File: config.mk
export PLATFORM = sky130hd
export DESIGN_NAME = abridged_length_deframer
export DESIGN_NICKNAME = d
export VERILOG_FILES = /design/src/design/adl_pkg.sv /design/src/design/abridged_length_deframer.sv /design/src/design/adl_core.sv /design/src/design/adl_outq.sv
export SDC_FILE = /design/constraint.sdc
export NUM_CORES = 1
export LEC_CHECK = 0
export BUFFER_PORTS_ARGS = -buffer_cell sky130_fd_sc_hd__buf_2
export CAP_MARGIN = 20
export CORE_UTILIZATION = 35
export CTS_BUF_LIST = sky130_fd_sc_hd__clkbuf_8
export DETAILED_ROUTE_END_ITERATION = 6
export PLACE_DENSITY_LB_ADDON = 0.15
export SLEW_MARGIN = 20
export SYNTH_ARGS = -nofsm -noshare
export SYNTH_HDL_FRONTEND = slang
export SYNTH_HIERARCHICAL = 1
export SYNTH_SLANG_ARGS = --single-unit
File: constraint.sdc
create_clock -name clock -period 3.8 [get_ports clock]
set_input_delay 0.76 -clock clock [delete_from_list [all_inputs] [get_ports clock]]
set_output_delay 0.76 -clock clock [all_outputs]
set_load 0.02 [all_outputs]
File: src/design/adl_pkg.sv
// Shared types and constants for the abridged length deframer.
// No dependencies; imported by the core, the output queue and the top level.
`default_nettype none

package adl_pkg;

   localparam int unsigned BYTE_W      = 8;
   localparam int unsigned MAX_BODY_W  = 27;
   localparam int unsigned BODY_REM_W  = 26;
   localparam int unsigned LONG_LO_W   = 16;

   localparam logic [MAX_BODY_W-1:0] MAX_BODY_RESET = 27'd4194304;

   localparam logic [BYTE_W-1:0] HDR_SHORT_MIN = 8'h01;
   localparam logic [BYTE_W-1:0] HDR_SHORT_MAX = 8'h7e;
   localparam logic [BYTE_W-1:0] HDR_LONG      = 8'h7f;

   localparam logic KIND_DATA  = 1'b0;
   localparam logic KIND_ERROR = 1'b1;

   typedef enum logic [1:0] {
      PH_SHORT = 2'd0,
      PH_LONG  = 2'd1,
      PH_BODY  = 2'd2
   } phase_type;

   typedef struct packed {
      logic              kind;
      logic [BYTE_W-1:0] data_byte;
      logic              first_of_packet;
      logic              last_of_packet;
   } result_type;

endpackage

`default_nettype wire

File: src/design/abridged_length_deframer.sv
// Top level of the abridged length deframer: register port, core, result stage.
// Depends on adl_pkg, adl_core and adl_outq.
//
// Use: stream received bytes in on req_valid/req_stall/req_rx_byte, one item
// per byte. Header bytes give no result; each body byte comes out on the rsp_
// channel with first/last flags, and a bad header or bad long length gives one
// error result (rsp_kind = 1), after which all input is taken and dropped.
// Results reach rsp_ from the output register, via the skid register if stalled.
// Throughput: one byte per clock while req_stall is low, set by the single
// decode pass between the framing state registers and the result register.
// The result side is a two-entry stage (output register plus skid register):
// while the receiver stalls, one more result is absorbed, then req_stall rises
// (from a register) until the receiver takes an item.
// csr_ writes load max_body_bytes and are always ready; write only while idle.
// Reset (synchronous, active high) reopens the block, clears framing state,
// empties the result stage and restores max_body_bytes to 4194304.
`default_nettype none

module abridged_length_deframer (
   input  wire logic                           clock,
   input  wire logic                           reset,
   input  wire logic                           req_valid,
   output logic                                req_stall,
   input  wire logic [adl_pkg::BYTE_W-1:0]     req_rx_byte,
   output logic                                rsp_valid,
   input  wire logic                           rsp_stall,
   output logic                                rsp_kind,
   output logic [adl_pkg::BYTE_W-1:0]          rsp_data_byte,
   output logic                                rsp_first_of_packet,
   output logic                                rsp_last_of_packet,
   input  wire logic                           csr_valid,
   output logic                                csr_ready,
   input  wire logic [adl_pkg::MAX_BODY_W-1:0] csr_max_body_bytes
);
   import adl_pkg::*;

   logic [MAX_BODY_W-1:0] max_body_ff;
   logic                  accept;
   logic                  res_valid;
   result_type            res;
   result_type            out_res;
   logic                  full;

   assign csr_ready = 1'b1;
   assign accept    = req_valid && !req_stall;
   assign req_stall = full;

   always_ff @(posedge clock) begin
      if (reset) begin
         max_body_ff <= MAX_BODY_RESET;
      end else if (csr_valid && csr_ready) begin
         max_body_ff <= csr_max_body_bytes;
      end
   end

   adl_core u_core (
      .clock          (clock),
      .reset          (reset),
      .accept         (accept),
      .rx_byte        (req_rx_byte),
      .max_body_bytes (max_body_ff),
      .res_valid      (res_valid),
      .res            (res)
   );

   adl_outq u_outq (
      .clock     (clock),
      .reset     (reset),
      .push      (res_valid),
      .push_res  (res),
      .full      (full),
      .out_valid (rsp_valid),
      .out_stall (rsp_stall),
      .out_res   (out_res)
   );

   assign rsp_kind            = out_res.kind;
   assign rsp_data_byte       = out_res.data_byte;
   assign rsp_first_of_packet = out_res.first_of_packet;
   assign rsp_last_of_packet  = out_res.last_of_packet;

endmodule

`default_nettype wire

File: src/design/adl_core.sv
// Framing state and per-byte decode of the abridged length deframer.
// Depends on adl_pkg; produces at most one result per accepted item.
`default_nettype none

module adl_core (
   input  wire logic                           clock,
   input  wire logic                           reset,
   input  wire logic                           accept,
   input  wire logic [adl_pkg::BYTE_W-1:0]     rx_byte,
   input  wire logic [adl_pkg::MAX_BODY_W-1:0] max_body_bytes,
   output logic                                res_valid,
   output adl_pkg::result_type                 res
);
   import adl_pkg::*;

   phase_type              phase_ff, phase_in;
   logic [1:0]             long_idx_ff, long_idx_in;
   logic [LONG_LO_W-1:0]   long_lo_ff, long_lo_in;
   logic [BODY_REM_W-1:0]  body_rem_ff, body_rem_in;
   logic                   at_start_ff, at_start_in;
   logic                   closed_ff, closed_in;

   logic                   last;
   logic [BODY_REM_W-1:0]  long_len;
   logic                   long_ok;

   assign last     = (body_rem_ff <= BODY_REM_W'(1));
   // word count is the two held bytes plus this one; bytes are four per word
   assign long_len = {rx_byte, long_lo_ff, 2'b00};
   assign long_ok  = (long_len != '0) && ({1'b0, long_len} < max_body_bytes);

   always_comb begin
      phase_in    = phase_ff;
      long_idx_in = long_idx_ff;
      long_lo_in  = long_lo_ff;
      body_rem_in = body_rem_ff;
      at_start_in = at_start_ff;
      closed_in   = closed_ff;
      res_valid   = 1'b0;
      res         = '0;

      if (accept && !closed_ff) begin
         unique case (phase_ff)
            PH_BODY: begin
               res_valid           = 1'b1;
               res.kind            = KIND_DATA;
               res.data_byte       = rx_byte;
               res.first_of_packet = at_start_ff;
               res.last_of_packet  = last;
               at_start_in         = 1'b0;
               if (last) begin
                  body_rem_in = '0;
                  phase_in    = PH_SHORT;
               end else begin
                  body_rem_in = body_rem_ff - BODY_REM_W'(1);
               end
            end
            PH_LONG: begin
               if (long_idx_ff == 2'd2) begin
                  long_idx_in = '0;
                  long_lo_in  = '0;
                  if (long_ok) begin
                     body_rem_in = long_len;
                     at_start_in = 1'b1;
                     phase_in    = PH_BODY;
                  end else begin
                     res_valid = 1'b1;
                     res.kind  = KIND_ERROR;
                     closed_in = 1'b1;
                     phase_in  = PH_SHORT;
                  end
               end else begin
                  if (long_idx_ff[0]) begin
                     long_lo_in[15:8] = rx_byte;
                  end else begin
                     long_lo_in[7:0] = rx_byte;
                  end
                  long_idx_in = long_idx_ff + 2'd1;
               end
            end
            default: begin
               // short header, also the unused phase code
               if (rx_byte >= HDR_SHORT_MIN && rx_byte <= HDR_SHORT_MAX) begin
                  body_rem_in = {16'd0, rx_byte, 2'b00};
                  at_start_in = 1'b1;
                  phase_in    = PH_BODY;
               end else if (rx_byte == HDR_LONG) begin
                  long_idx_in = '0;
                  long_lo_in  = '0;
                  phase_in    = PH_LONG;
               end else begin
                  res_valid = 1'b1;
                  res.kind  = KIND_ERROR;
                  closed_in = 1'b1;
                  phase_in  = PH_SHORT;
               end
            end
         endcase
      end
   end

   always_ff @(posedge clock) begin
      if (reset) begin
         phase_ff    <= PH_SHORT;
         long_idx_ff <= '0;
         long_lo_ff  <= '0;
         body_rem_ff <= '0;
         at_start_ff <= 1'b1;
         closed_ff   <= 1'b0;
      end else begin
         phase_ff    <= phase_in;
         long_idx_ff <= long_idx_in;
         long_lo_ff  <= long_lo_in;
         body_rem_ff <= body_rem_in;
         at_start_ff <= at_start_in;
         closed_ff   <= closed_in;
      end
   end

endmodule

`default_nettype wire

File: src/design/adl_outq.sv
// Two-entry result stage: output register plus skid register.
// Depends on adl_pkg; stalls the producer only when both entries are full.
`default_nettype none

module adl_outq (
   input  wire logic                clock,
   input  wire logic                reset,
   input  wire logic                push,
   input  wire adl_pkg::result_type push_res,
   output logic                     full,
   output logic                     out_valid,
   input  wire logic                out_stall,
   output adl_pkg::result_type      out_res
);
   import adl_pkg::*;

   logic       main_valid_ff, main_valid_in;
   logic       skid_valid_ff, skid_valid_in;
   result_type main_ff, main_in;
   result_type skid_ff, skid_in;
   logic       pop;

   assign pop       = main_valid_ff && !out_stall;
   assign full      = skid_valid_ff;
   assign out_valid = main_valid_ff;
   assign out_res   = main_ff;

   always_comb begin
      main_valid_in = main_valid_ff;
      skid_valid_in = skid_valid_ff;
      main_in       = main_ff;
      skid_in       = skid_ff;
      if (skid_valid_ff) begin
         // producer is held off; drain skid into main
         if (pop) begin
            main_in       = skid_ff;
            skid_valid_in = 1'b0;
         end
      end else if (push) begin
         if (!main_valid_ff || pop) begin
            main_in       = push_res;
            main_valid_in = 1'b1;
         end else begin
            skid_in       = push_res;
            skid_valid_in = 1'b1;
         end
      end else if (pop) begin
         main_valid_in = 1'b0;
      end
   end

   always_ff @(posedge clock) begin
      if (reset) begin
         main_valid_ff <= 1'b0;
         skid_valid_ff <= 1'b0;
      end else begin
         main_valid_ff <= main_valid_in;
         skid_valid_ff <= skid_valid_in;
      end
      main_ff <= main_in;
      skid_ff <= skid_in;
   end

endmodule

`default_nettype wire

==> Word level (Yosys, flattened, before mapping) <==
Index checks and enable logic that the tools add are counted.
{ "classes": {"addsub": 2, "n_lt_le_gt_ge": 4, "n_eq_ne": 14, "muxes": 50, "n_bitwise": 3, "n_reduce_logical": 25} }
{ "ops": {"columns": ["cell", "count"], "rows": [
  ["2-to-1 mux 26 bit", 4],
  ["2-to-1 mux 11 bit", 5],
  ["case mux 26 bit (2 select lines)", 1],
  ["2-to-1 mux 16 bit", 3],
  ["case mux 16 bit (2 select lines)", 1],
  ["less-than comparator 26 x 27 -> 1 bit", 1],
  ["<= comparator 26 x 1 -> 1 bit (second input constant)", 1],
  ["nonzero test 26 bit", 1],
  ["subtractor 26 x 1 -> 26 bit (second input constant)", 1],
  ["2-to-1 mux 1 bit", 20],
  ["2-to-1 mux 8 bit", 2],
  ["2-to-1 mux 2 bit", 7],
  ["AND reduction 3 bit", 4],
  ["2-to-1 mux 10 bit", 1],
  ["AND reduction 5 bit", 2],
  ["equality test 8 x 7 -> 1 bit (second input constant)", 1],
  [">= comparator 8 x 1 -> 1 bit (second input constant)", 1],
  ["<= comparator 8 x 7 -> 1 bit (second input constant)", 1],
  ["!= test 2 x 1 -> 1 bit (second input constant)", 4],
  ["!= test 2 bit (second input constant)", 4],
  ["case mux 1 bit (2 select lines)", 4],
  ["case mux 2 bit (2 select lines)", 2],
  ["AND reduction 4 bit", 2],
  ["nonzero test 2 bit", 4],
  ["11 further kinds", 21]
]} }
{ "word_totals": {"ff_bits": 99, "inputBits": 40, "wordCells": 116} }

==> Logic depth before layout (Yosys ltp) <==
Gate-level depths: netlist (run 1).
{ "logic_depth": {"word_depth": 9, "ltp_mapped": 11, "ltp_nobuf": 11} }

==> Modules after synthesis <==
Netlist (run 1), hierarchy kept.
{ "by_module_without_submodules": {"columns": ["module", "instances", "cells_per_inst", "area_per_inst_um2", "seq_area_each_um2"], "rows": [
  ["adl_core", 1, 450, 3666.0, 960.9],
  ["abridged_length_deframer", 1, 90, 997.2, 540.5],
  ["adl_outq", 1, 47, 935.9, 700.7]
]} }

==> Least setup slack after synthesis (run 1) <==
OpenSTA, ideal clock, no wires.
{ "synth_path": {"kind": "input to register", "start": "in req_rx_byte[4] (netlist bit)", "end": "reg u_outq.main_ff, in the netlist u_outq/out_res[0] (enable)", "setup_ns": 0.382, "t_arrival_ns": 3.108, "required_time_ns": 3.418, "path_slack_ns": 0.310, "stages": 10, "cell_sequence": "ha_1 nand4_1 or4_1 a21oi_1 a211o_1 nor2_1 nor3_1 o31a_1 nand2b_2 a21boi_1"} }
{ "synth_via": {"elab_chain_len": 8, "elab_cells_between_ends": 15, "cone_classes": "order compare: 3; eq/ne: 1; mux: 6; reduce/logical: 5"} }
{ "synth_rtl": {"columns": ["item", "line", "text"], "rows": [
  ["start: declaration", "abridged_length_deframer.sv:24", "input wire logic [adl_pkg::BYTE_W-1:0] req_rx_byte,"],
  ["less-than comparator 26 x 27 -> 1 bit or nonzero test 26 bit (tied branches)", "adl_core.sv:30", "assign long_ok = (long_len != '0) && ({1'b0, long_len} < max_body_bytes);"],
  ["logical AND 1 bit", "adl_core.sv:30", null],
  ["2-to-1 mux 1 bit", "adl_core.sv:62", "if (long_ok) begin"],
  ["2-to-1 mux 1 bit", "adl_core.sv:59", "if (long_idx_ff == 2'd2) begin"],
  ["case mux 1 bit (2 select lines) *", "adl_core.sv:43", "unique case (phase_ff)"],
  ["2-to-1 mux 1 bit *", "adl_core.sv:42", "if (accept && !closed_ff) begin"],
  ["via res_valid", "abridged_length_deframer.sv:39", "logic res_valid;"],
  ["nonzero test 2 bit (no line) *", null, null],
  ["AND reduction 3 bit (no line) *", null, null],
  ["end signal: assignment", "adl_outq.sv:60", "main_ff <= main_in;"],
  ["end: declaration", "adl_outq.sv:19", "result_type main_ff, main_in;"]
]} }
The timed path passes the listed nets; every way through them passes the cells marked *.
A chain may end at the register's enable or synchronous reset.

==> Final worst setup path (run 1) <==
{ "layout_path": {"start": "in req_rx_byte[4] (netlist bit)", "end": "reg u_outq.main_ff, in the netlist u_outq/out_res[1] (enable)"} }
The elaborated chain is that of the path after synthesis.

==> metrics.log, run 1 <==
[metrics] result of the run: finished, final reports clean
[metrics] type of the worst min-delay path: reg2reg
[metrics] total number of H-tree levels: 3
[metrics] Post-Route Utilization: 39.7%
[metrics] static power due to leakage: 2.52 nW
[metrics] area growth from synthesis to final layout: 9.50%
[metrics] synthesized instance count: 587
[metrics] CTS max path bufs: 2
[metrics] highest net fanout along the worst path: 11
[metrics] Total Die Area: 16,500 um^2
[metrics] Pwr per Cell Area: 388 nW/um^2
[metrics] Setup WS post-layout: 646 ps
[metrics] quantity of hold-fixing buffers added after cts: 0
[metrics] post-synthesis cell area: 5600 um^2
[metrics] total negative slack: 0 ps
[metrics] critical path arrival: 3250 ps
[metrics] biggest area consumer among synthesized cells: dfxtp_1
[metrics] DR vias/cell: 5.34
[metrics] antenna violations before repair: 0
[metrics] pin count of the biggest net entering global routing: 56
[metrics] total via count in the routed design: 4,495
[metrics] achievable clock frequency: 317 MHz
[metrics] sort of element at the end of the critical path: flop
[metrics] post-route minimum period: 3150 ps
[metrics] Buffers on Ports: 52
[metrics] setup repair after global routing missed its margin: no
[metrics] startpoint of the lowest-slack register-to-register path: u_core/long_lo_ff[4]
[metrics] chip height: 128 um
[metrics] top_reg_cell synth: dfxtp_1
[metrics] start-to-end type of the worst setup path: in2reg
[metrics] effective utilization at floorplan: 36.3%
[metrics] pin slew with the least headroom to its limit: 1030 ps
[metrics] Multi-input gate area: 3030 um^2
[metrics] number of endpoints failing setup at the final stage: 0
[metrics] worst setup slack for register-to-register paths: 780 ps
[metrics] Yosys Warn Count: 6
[metrics] ys async rst share: 0%
[metrics] first drt pass iteration count: 4
[metrics] distinct cell type count after synthesis: 73
[metrics] launch point of the critical path: req_rx_byte[4]
[metrics] startpoint type of the worst setup path: input port
[metrics] Max-slew headroom: 31.1%
[metrics] hpwl dp: 10,900 um
[metrics] layout cell share with drive strength beyond 1: 19.0%
[metrics] CTS tree: built
[metrics] average detailed-routed wire length per instance: 17.9 um
[metrics] Area contributors post-synth: dfxtp_1 (28%), edfxtp_1 (12%), mux2i_1 (7.9%), ha_1 (6.3%), nor2_1 (4.8%)
[metrics] global router's overall resource usage: 19.0%
[metrics] via count of the first global-routing pass: 4,254
[metrics] horizontal extent of the die: 128 um
[metrics] number of maximum-capacitance violations: 0
[metrics] number of pins with negative max-slew slack in the final report: 0
[metrics] fraction of post-synthesis cell area in the top cell type by area: 27.5%
[metrics] violation count after the first detailed-routing iteration: 386
[metrics] Largest delay share family, worst path: simple AND/OR/NAND/NOR gates
[metrics] number of nets in the synthesized netlist: 655
[metrics] number of buffer and inverter instances along the worst setup path: 2
[metrics] DRT Wirelength: 15,100 um
[metrics] remaining antenna violation count: 0
[metrics] number of top-level pins: 54
[metrics] crit path cell chain: buf_2 > ha_1 > nand4_1 > or4_1 > a21oi_1 > a211o_1 > nor2_1 > nor3_1 > o31a_1 > nand2b_2 > a21boi_1 > buf_4
[metrics] sequential element share of the synthesized area: 39.3%
[metrics] slowest stage delay, CP: 580 ps
[metrics] worst vdd rail ir drop: 0.181 mV
[metrics] worst endpoint required time: 3900 ps
[metrics] final weighted congestion of routability-driven global placement: 0.936
[metrics] flip-flop and latch area: 2200 um^2
[metrics] clock tree skew after final layout: 17.8 ps
[metrics] count of filler cells inserted in the layout: 1,609
[metrics] count of flip-flops with a built-in enable after synthesis: 22
[metrics] Final period util: 83.0%
[metrics] Num CTS Buffers: 9
[metrics] Skew-Pair Late Insertion Delay: 390 ps
[metrics] Final Hold Vio Count: 0
[metrics] register bit count reported by yosys: 99
[metrics] std cell rows: 45
[metrics] Core Footprint: 15,400 um^2
[metrics] total number of clock tree sinks: 99
[metrics] cell with the most instances after synthesis: dfxtp_1
[metrics] cts repair resizes: 0
[metrics] master cell of the clock root buffer: clkbuf_8
[metrics] syn avg cell area: 9.54 um^2
[metrics] number of remaining DRC errors: 0
[metrics] clock transition at the register clock pins on the worst setup and hold paths after CTS: 110 ps
[metrics] GRT Residual Overflow: 0
[metrics] global-route wire length before repair: 23,600 um
[metrics] diode insertion count for antenna repair: 0
[metrics] Critical-path top delay cell: or4_1
[metrics] Nets: 694
[metrics] worst hold start: max_body_ff[21]
[metrics] post-CTS setup buffer count: 0
[metrics] most frequent cells after synthesis: dfxtp_1 (77), nor2_1 (72), mux2i_1 (44)
[metrics] setup slack after placement: 267 ps
cells by family after synthesis:
kind of cell | count (synthesis) | share of synthesized area (%)
and+or+nand+nor | 217 | 21.8
buffers and inverters | 66 | 6.57
DFF | 99 | 39.3
muxes | 55 | 10.5
xor gates and xnor gates | 11 | 1.72
adders and majority gates | 28 | 6.26
AOI/OAI and AO/OA | 110 | 13.7
other | 1 | 0.0670
worst paths after layout:
| kind | cells after the start | to |
|---|---|---|
| worst max-delay path | 12 | u_outq/out_res[1] |
| worst min-delay path | 2 | max_body_ff[21] |
| worst max register to register | 8 | u_core/body_rem_ff[13] |
| worst min register to register | 2 | max_body_ff[21] |
worst register-to-register path, cell delays in order (launching register included):
cell and delay, ps:
dfxtp_1 530, ha_1 330, and4_1 210, o211a_1 130, a2111oi_2 480, nor3_2 110, o31a_4 530, or3_4 470
o21ai_1 150
routing by layer:
metal / GRT usage, % / share of wire, %
met5: 0 / 0
met4: 8.86 / 2.8
met3: 3.45 / 4.8
met2: 29.6 / 46
met1: 25.4 / 47
final cells by class:
class | instances | area share (%)
Clock inverter | 6 | 0.755
Multi-Input combinational cell | 422 | 49.4
Clock buffer | 10 | 2.24
Tap cell | 211 | 4.31
Timing Repair Buffer | 61 | 5.35
Sequential cell | 99 | 35.9
Inverter | 33 | 2.02
flip-flops by register name, indices dropped and copies added, names as in the netlist, 2 cells and up:
register and flops:
u_outq/skid_ff 11, u_core/long_idx_ff 2, u_core/body_rem_ff 26, u_core/long_lo_ff 16, u_core/phase_ff 2, max_body_ff 27
u_outq/out_res 11
power breakdown:
| part | switching, mW | total [mW] | internal [mW] |
|---|---|---|---|
| clock network | 0.405 | 0.669 | 0.264 |
| logic | 0.345 | 0.556 | 0.210 |
| registers | 0.0347 | 1.16 | 1.12 |
| total | 0.785 | 2.38 | 1.60 |
through the flow:
step | cell area [um^2] | power, mW | hold WS, ps | instances
after floorplan | 5600 | 1.60 | 460 | 587
after detailed placement | 5950 | 1.73 | 483 | 826
after global routing | 6130 | 2.51 | 531 | 842
after CTS | 6130 | 2.40 | 509 | 842
after global placement | 5950 | 1.73 | 477 | 826
final | 6130 | 2.38 | 505 | 842
cells in the final DEF (no fill, tap or decap), types with 16 or more instances in the layout:
| master | instances |
|---|---|
| and3_1 | 21 |
| nor3_1 | 16 |
| nand2_1 | 25 |
| dfxtp_1 | 77 |
| a21oi_1 | 28 |
| nor2_1 | 72 |
| ha_1 | 28 |
| buf_2 | 52 |
| inv_1 | 33 |
| edfxtp_1 | 22 |
| mux2i_1 | 44 |
No activity file was read; power rests on OpenSTA's default activity.
==> inputs of run 2 (changes only) <==
Clock period 3.8 ns to 2.68 ns, I/O delays scaled along.
==> run 2 against run 1 <==
  * Die area is the same
  * First-iteration DRC count shrank 24%
  * The run now ends with negative setup slack left
  * Clock power grew 43%
  * Total power grew 49%
  * Global-route usage grew 0.95 points
  * Largest cell class unchanged
  * Final cell count grew 6.9%
  * Register-to-register slack lost 900 ps
  * Sequential share of layout area shrank 4.1 points
  * Non-clock buffer count grew 56
  * Sequential power grew 41%
==> metrics.log, run 2 (synthesized netlist as in run 1, its figures left out) <==
[metrics] result of the run: complete, but fails checks
[metrics] violations in the final reports: negative setup slack
[metrics] quantity of hold-fixing buffers added after cts: 0 (unchanged)
[metrics] type of the worst min-delay path: in2reg
[metrics] Final period util: 104%
[metrics] DRT Wirelength: 15,800 um (+5.2%)
[metrics] share of power burned in registers: 46.1% (-2.5 points)
[metrics] launch point of the critical path: max_body_ff[18]
[metrics] startpoint of the lowest-slack register-to-register path: max_body_ff[18]
[metrics] layout cell share with drive strength beyond 1: 36.1% (+17 points)
[metrics] pin count of the biggest net entering global routing: 32 (-43%)
[metrics] std cell rows: 45 (unchanged)
[metrics] flip-flop and latch area: 2230 um^2 (+1.1%)
[metrics] Buffers on Ports: 52 (unchanged)
[metrics] chip height: 128 um (unchanged)
[metrics] highest-count cells in the layout ignoring fill and taps: nor2_1 (70), buf_4 (60), dfxtp_1 (57), buf_2 (52), mux2i_1 (44)
[metrics] achievable clock frequency: 358 MHz
[metrics] worst setup slack for register-to-register paths: -120 ps (-900 ps)
[metrics] Skew-Pair Late Insertion Delay: 400 ps (about the same)
[metrics] number of top-level pins: 54 (unchanged)
[metrics] via count of the first global-routing pass: 4,616 (+8.5%)
[metrics] worst vdd rail ir drop: 0.250 mV (+38%)
[metrics] Post-Route Utilization: 45.4% (+5.7 points)
[metrics] final weighted congestion of routability-driven global placement: 0.815 (-13%)
[metrics] setup repair after global routing missed its margin: yes
[metrics] antenna violations before repair: 0 (unchanged)
[metrics] critical path arrival: 2910 ps (-340 ps)
[metrics] DR vias/cell: 5.29 (-0.97%)
[metrics] total via count in the routed design: 4,758 (+5.9%)
[metrics] first drt pass iteration count: 5 (+1)
[metrics] Worst Hold Slack: 346 ps (-159 ps)
[metrics] number of remaining DRC errors: 0 (unchanged)
[metrics] global-route wire length before repair: 25,100 um (+6.4%)
[metrics] Multi-input gate area: 3400 um^2 (+12%)
[metrics] hpwl dp: 11,000 um (+1.6%)
[metrics] Logic pwr share: 27.1% (+3.8 points)
[metrics] Total Die Area: 16,500 um^2 (unchanged)
[metrics] count of filler cells inserted in the layout: 1,520 (-5.5%)
[metrics] diode insertion count for antenna repair: 0 (unchanged)
[metrics] effective utilization at floorplan: 36.3% (unchanged)
[metrics] horizontal extent of the die: 128 um (unchanged)
[metrics] largest registers: max_body_ff (27), u_core/body_rem_ff (26), u_core/long_lo_ff (16)
[metrics] total number of H-tree levels: 3 (unchanged)
[metrics] clock transition at the register clock pins on the worst setup and hold paths after CTS: 110 ps (about the same)
[metrics] pin slew with the least headroom to its limit: 791 ps (-243 ps)
[metrics] sort of element at the end of the critical path: flop
[metrics] number of maximum-capacitance violations: 0 (unchanged)
[metrics] static power due to leakage: 2.90 nW (+15%)
[metrics] internal power of the cells: 2.36 mW (+48%)
[metrics] sw frac: 33.5% (+0.58 points)
[metrics] CTS max path bufs: 2 (unchanged)
[metrics] Final Hold Vio Count: 0 (unchanged)
[metrics] GRT Residual Overflow: 0 (unchanged)
[metrics] leading cell type in the layout, fill and taps excluded: nor2_1
[metrics] Core Footprint: 15,400 um^2 (unchanged)
[metrics] post-layout total power: 3.56 mW (+49%)
[metrics] total number of clock tree sinks: 99 (unchanged)
[metrics] highest net fanout along the worst path: 5 (-6)
[metrics] number of endpoints failing setup at the final stage: 22 (+22)
[metrics] worst endpoint required time: 2790 ps (-1110 ps)
[metrics] register ranked first by flip-flop count: max_body_ff
[metrics] average detailed-routed wire length per instance: 17.6 um (-1.6%)
[metrics] clock tree skew after final layout: 18.3 ps (+0.499 ps)
[metrics] violation count after the first detailed-routing iteration: 295 (-24%)
[metrics] global router's overall resource usage: 19.9% (+0.95 points)
[metrics] total instance count after detailed placement: 878 (+6.3%)
[metrics] setup slack after placement: -453 ps (-720 ps)
[metrics] number of pins with negative max-slew slack in the final report: 0 (unchanged)
[metrics] Nets: 752 (+8.4%)
[metrics] Pwr per Cell Area: 508 nW/um^2 (+31%)
[metrics] area growth from synthesis to final layout: 25.1%
[metrics] Post-Layout Cell Count: 900 (+6.9%)
[metrics] master cell of the clock root buffer: clkbuf_8
[metrics] startpoint type of the worst setup path: flop
[metrics] Max-slew headroom: 47.3% (+16 points)
[metrics] post-route minimum period: 2800 ps
[metrics] Psw: 1.19 mW (+52%)
[metrics] CTS tree: built
[metrics] clock share of power: 26.8% (-1.3 points)
[metrics] worst hold start: csr_max_body_bytes[22]
[metrics] flip-flop count of the largest register after layout: 27 (unchanged)
[metrics] Setup WS post-layout: -115 ps (-761 ps)
[metrics] Num CTS Buffers: 9 (unchanged)
[metrics] start-to-end type of the worst setup path: reg2reg
[metrics] remaining antenna violation count: 0 (unchanged)
-- run 2: critical path, stage by stage, from the launching register on --
cell	delay, ps
dfxtp_2	350
inv_1	60
ha_4	260
nand2_1	70
or4_4	560
a21oi_2	120
a211o_1	170
nor2_4	60
nor3_4	190
o31a_1	250
nand2b_4	100
nor2_4	150
clkbuf_16	170
-- run 2: worst paths after layout --
| check | end | cells after the start |
|---|---|---|
| setup / recovery | u_outq/skid_ff[1] | 12 |
| hold / removal | max_body_ff[22] | 2 |
| setup reg to reg | u_outq/skid_ff[1] | 12 |
| hold reg to reg | max_body_ff[21] | 2 |
-- run 2: cell type report --
type / count / share of cell area [%]
flip-flops and latches: 99 / 31.8
inverters: 33 / 1.77
clock inverters: 7 / 0.893
well taps: 211 / 3.77
repair buffers: 117 / 11.5
clock buffers: 9 / 1.77
multi-input cells: 424 / 48.5
-- run 2: what timing repair did --
action                                 4_1_cts  5_1_grt
cloned                                       2        1
pin swaps                                   26       20
setup endpoints to repair                   51       44
gates resized for setup                     42       31
buffers inserted                             1        3
endpoints found under the hold margin        0        0
-- run 2: metal layers --
metal | wire (um) | track usage [%] | share of wire [%] | vias up
li1 | - | - | - | 2320
met1 | 7180 | 26.5 | 45 | 2274
met2 | 7470 | 32.8 | 47 | 133
met3 | 805 | 3.41 | 5.1 | 31
met4 | 391 | 6.44 | 2.5 | 0
met5 | 0 | 0 | 0 | -
-- run 2: power groups by stage --
stage	logic (mW)	registers, mW	clock network [mW]
3_5_place_dp	0.883	1.67	0
6_report	0.964	1.64	0.954
4_1_cts	0.918	1.64	0.986
2_1_floorplan	0.594	1.68	0
3_3_place_gp	0.871	1.67	0
5_1_grt	1.05	1.65	1.05
-- run 2: stage by stage --
stage	instance area (um^2)	setup TNS [ps]
floorplan	5680	-3330
global placement	6440	-13860
detailed placement	6440	-15760
CTS	6830	-1340
global route	7010	-4950
finish	7010	-2120
